File: config.mk
export PLATFORM = sky130hd
export DESIGN_NAME = swm_cell
export DESIGN_NICKNAME = d
export VERILOG_FILES = /design/src/rtl/core/swm_pkg.sv /design/src/rtl/core/swm_cell.sv
export SDC_FILE = /design/constraint.sdc
export NUM_CORES = 1
export LEC_CHECK = 0
export BUFFER_PORTS_ARGS = -buffer_cell sky130_fd_sc_hd__buf_2
export CAP_MARGIN = 20
export CORE_UTILIZATION = 40
export CTS_BUF_LIST = sky130_fd_sc_hd__clkbuf_8
export CTS_CLUSTER_SIZE = 25
export DETAILED_ROUTE_END_ITERATION = 8
export PLACE_DENSITY_LB_ADDON = 0.25
export SKIP_CTS_REPAIR_TIMING = 1
export SLEW_MARGIN = 20
export SYNTH_ARGS = -nofsm -noshare
export SYNTH_HDL_FRONTEND = slang
export SYNTH_SLANG_ARGS = --single-unit
File: constraint.sdc
create_clock -name i_clk -period 3.7 [get_ports i_clk]
set_input_delay 0.185 -clock i_clk [delete_from_list [all_inputs] [get_ports i_clk]]
set_output_delay 0.185 -clock i_clk [all_outputs]
set_load 0.05 [all_outputs]
File: src/rtl/core/swm_pkg.sv
// shared types and constants for the sliding window median filter
`timescale 1ns / 1ps
`default_nettype none

package swm_pkg;

    localparam int SAMPLE_W   = 32;
    localparam int WLEN_W     = 7;
    localparam logic [WLEN_W-1:0] WLEN_RESET = 7'd3;

    typedef logic signed [SAMPLE_W-1:0] t_sample;

    // per-cell move flags seen by the neighbors
    typedef struct packed {
        logic kept;
        logic up;
        logic down;
    } t_flags;

    // values broadcast to every cell
    typedef struct packed {
        t_sample sample;
        t_sample rem_val;
        logic    full;
        logic    step;
        logic    clear;
    } t_bcast;

endpackage

`default_nettype wire

File: src/rtl/core/swm_cell.sv
// one sorted-window cell: holds a value and its age, moves with its neighbors
`timescale 1ns / 1ps
`default_nettype none

module swm_cell #(
    parameter int IDX = 0,
    parameter int AW  = 6,
    parameter int CW  = 7
) (
    input  wire                   i_clk,
    input  wire                   i_rst_n,
    input  swm_pkg::t_bcast       i_bc,
    input  wire  [AW-1:0]         i_len_m1,
    input  wire  [AW-1:0]         i_med_pos,
    input  wire  [CW-1:0]         i_new_cnt,
    input  swm_pkg::t_sample      i_left_val,
    input  wire  [AW-1:0]         i_left_age,
    input  swm_pkg::t_flags       i_left_flags,
    input  swm_pkg::t_sample      i_right_val,
    input  wire  [AW-1:0]         i_right_age,
    input  swm_pkg::t_flags       i_right_flags,
    output swm_pkg::t_sample      o_val,
    output logic [AW-1:0]         o_age,
    output swm_pkg::t_flags       o_flags,
    output swm_pkg::t_sample      o_rem_val,
    output swm_pkg::t_sample      o_med_tap
);
    import swm_pkg::*;

    t_sample       r_val, n_val;
    logic [AW-1:0] r_age, n_age;
    logic          r_valid, n_valid;
    logic          rem;
    logic          after_rem;
    t_flags        flags;

    // oldest entry leaves when the window is full
    assign rem       = i_bc.full && r_valid && (r_age == i_len_m1);
    assign after_rem = i_bc.full && r_valid && !rem && (r_val >= i_bc.rem_val);

    always_comb begin
        flags.kept = r_valid && !rem;
        flags.up   = r_valid && !rem && (r_val > i_bc.sample);
        flags.down = after_rem;
        if (flags.up && flags.down) begin
            flags.up   = 1'b0;
            flags.down = 1'b0;
        end
    end

    assign o_val     = r_val;
    assign o_age     = r_age;
    assign o_flags   = flags;
    assign o_rem_val = rem ? r_val : '0;
    assign o_med_tap = (i_med_pos == AW'(IDX)) ? r_val : '0;

    always_comb begin
        n_val   = r_val;
        n_age   = r_age;
        n_valid = r_valid;
        if (i_bc.clear) begin
            n_valid = 1'b0;
        end else if (i_bc.step) begin
            n_valid = (CW'(IDX) < i_new_cnt);
            if (i_left_flags.kept && i_left_flags.up) begin
                n_val = i_left_val;
                n_age = i_left_age + AW'(1);
            end else if (flags.kept && !flags.up && !flags.down) begin
                n_val = r_val;
                n_age = r_age + AW'(1);
            end else if (i_right_flags.kept && i_right_flags.down) begin
                n_val = i_right_val;
                n_age = i_right_age + AW'(1);
            end else begin
                n_val = i_bc.sample;
                n_age = '0;
            end
        end
    end

    always_ff @(posedge i_clk) begin
        if (!i_rst_n) begin
            r_valid <= 1'b0;
        end else begin
            r_valid <= n_valid;
        end
    end

    always_ff @(posedge i_clk) begin
        r_val <= n_val;
        r_age <= n_age;
    end

endmodule

`default_nettype wire

==> metrics <==
result of the run finished clean; row count 37; fin nets 1033; TritonCTS clock tree yes; Mapped Cells 525; # fillers 975; post-synth net total 762; PortBufs 272; Hold Crit Depth 2; hold crit path type input pin to register; Peak VDD IR 145 uV; FF-to-FF path depth 10; Core Area 10500 um^2; Worst slew margin 0.261; Worst-Skew Late Latency 0.29 ns; Worst path slowest cell or4_1; EDFF count, synth 38; synth unique cells 45; via density per instance 5.06; CP top delay family simple AND/OR/NAND/NOR gates; CTS buffer count 5; RSZ-0062 raised after global routing no; slowest stage delay, CP 0.50 ns; power per cell area 226 nW/um^2; Critical Path End Type register; DR vias 4721; Post-Route Skew 0.00523 ns; Setup WS pre-CTS 0.0988 ns; worst setup margin 0.330 ns; Vert. Die Dim 107 um; CP cell instances ha_1, nand4_1, nor3_2, or4b_1, a31oi_1, o31ai_1, and3_1, or4_1, buf_4, o221a_1; critical path type register to register; Remaining DRCs 0; CTS max path bufs 2; Final Max Tran Viols 0; Sequential Area 1160 um^2; Seq cells post-synth 39; synthesized area per cell 8.34 um^2; final cycle utilization of the critical path 0.911; H-tree depth 2; Multi-input gate area 2900 um^2; synth top area cells edfxtp_1 (26%), ha_1 (19%), and2_1 (9.3%); Yosys top cell area share 0.261; Achievable Freq 297 MHz; Overall Global Routing Usage 0.236; total congestion overflow 0; prevailing post-synth register cell edfxtp_1; initial core utilization 0.418; hold_sp i_bc[0]; Synth Cell Area 4380 um^2; Pre-antenna DRT Iters 4; Crit. Startpoint o_val[14]$_DFFE_PP_; fin crit period 3.37 ns; startpoint types register; vias in the first global route 4503; count of buffer and inverter cells on the critical path 1; Post-synth ARST share 0; die area 11400 um^2; leakage power 0.00339 uW; Starting DRT DRC Count 154; final core occ 0.576; initial antenna violation count 0; Synth area leader edfxtp_1; placer congestion estimate 0.859; yosys warns 0; DR WL/cell 14.7 um; largest fanout on the critical path 6; area grow syn2layout 37.7%; Die Span X 107 um; n_diodes 0; DP Wirelength 11.3 mm; Least-Margin Pin Slew 1.10 ns; Fin Setup TNS 0 ns; Max Cap Viol 0; share of layout cells above drive strength 1 0.375; Worst R2R End o_age[5]$_DFFE_PP_; final hold violation count 0; Detailed Route WL 13.7 mm; antenna viol nets, final 0; FF-to-FF setup slack 0.33 ns; Worst-path clk slew 0.08 ns; clk root buf clkbuf_8; final setup fails 0; Hold Path End r_valid$_SDFFE_PP0P_; critical path data arrival time 3.42 ns; Seq/Total Area, Yosys 0.265; worst path required time 3.75 ns; first-pass GRT wire length 21.3 mm; R2R Path Start o_val[14]$_DFFE_PP_; CTS Sinks 39; # IOs 275; largest net degree at the start of global routing 74
[layout by cell type (no fill, tap or decap), drive strengths merged, types with 2 or more instances in the layout]
cell	instances
or4	2
ha	67
a211oi	2
o21a	4
o31ai	2
o22ai	2
nor2b	2
and4	2
a21o	2
buf	283
and3	4
mux2i	32
a31oi	2
xor2	11
a21oi	26
nor3	6
inv	70
o221ai	4
a22oi	2
xnor2	7
a2111oi	5
nand3	13
nor2	9
nand2b	2
o21ai	42
nand2	61
edfxtp	38
clkbuf	6
nand4	8
nor4	6
and2	65
[cell type report]
class,count,share of cell area
timing repair buffer,283,0.240
clock inverter,2,0.00145
clock buffer,6,0.0137
sequential,39,0.193
tap,136,0.0282
multi-input combinational,398,0.481
inverter,69,0.0430
[registers in the layout, indices dropped and copies added, names as in the netlist]
name     cells
o_age        6
r_valid      1
o_val       32
[synthesized netlist by cell type, drive strengths merged (4+ instances only)]
| library cell | n |
|---|---|
| o21a | 4 |
| ha | 67 |
| nor2 | 9 |
| nand2 | 61 |
| buf | 4 |
| nand3 | 13 |
| inv | 69 |
| nor4 | 6 |
| a21oi | 26 |
| edfxtp | 38 |
| nor3 | 6 |
| nand4 | 8 |
| xor2 | 11 |
| a2111oi | 5 |
| mux2i | 32 |
| and2 | 65 |
| o221ai | 4 |
| clkbuf | 15 |
| and3 | 4 |
| xnor2 | 7 |
| o21ai | 42 |
[stage by stage]
stage,total power [uW],instance area (um^2),std cells,hold slack [ns]
after floorplan,866,4390,525,0.268
after global placement,1050,5930,925,0.378
after detailed placement,1070,5930,925,0.384
after CTS,1380,6030,933,0.0627
after global routing,1450,6030,933,0.0944
final,1360,6030,933,0.0737
[worst max-delay path by stage]
stage                          endpoint  slack (ns)  cells past startpoint
global placement    o_val[11]$_DFFE_PP_        0.27                     10
floorplan            o_val[0]$_DFFE_PP_       0.005                     12
global route         o_age[5]$_DFFE_PP_        0.03                     10
finish               o_age[5]$_DFFE_PP_        0.33                     10
detailed placement  o_val[11]$_DFFE_PP_         0.1                     10
CTS                 o_val[13]$_DFFE_PP_        0.07                     10
[report_power, final]
| group | switching [uW] | internal (uW) | leakage, uW |
|---|---|---|---|
| registers | 30.6 | 520 | 0.000367 |
| logic | 300 | 203 | 0.00298 |
| clock network | 161 | 148 | 0.0000524 |
| total | 492 | 872 | 0.00339 |
[cells by family after synthesis]
group           Yosys count  synth area share
flops                    39             0.265
buf+inv                  88            0.0775
xor+xnor                 18            0.0360
mux                      32            0.0732
fa+ha+maj                67             0.192
compound gates           99             0.136
simple gates            182             0.220
[layer usage]
metal  GRT usage  vias up  part of all wire
met1       0.275     2135              0.41
met4      0.0616        0             0.018
met2       0.451      192              0.52
met3      0.0286       17             0.060
li1            -     2377                 -
met5           0        -                 0
No activity file was read; power rests on OpenSTA's default activity.
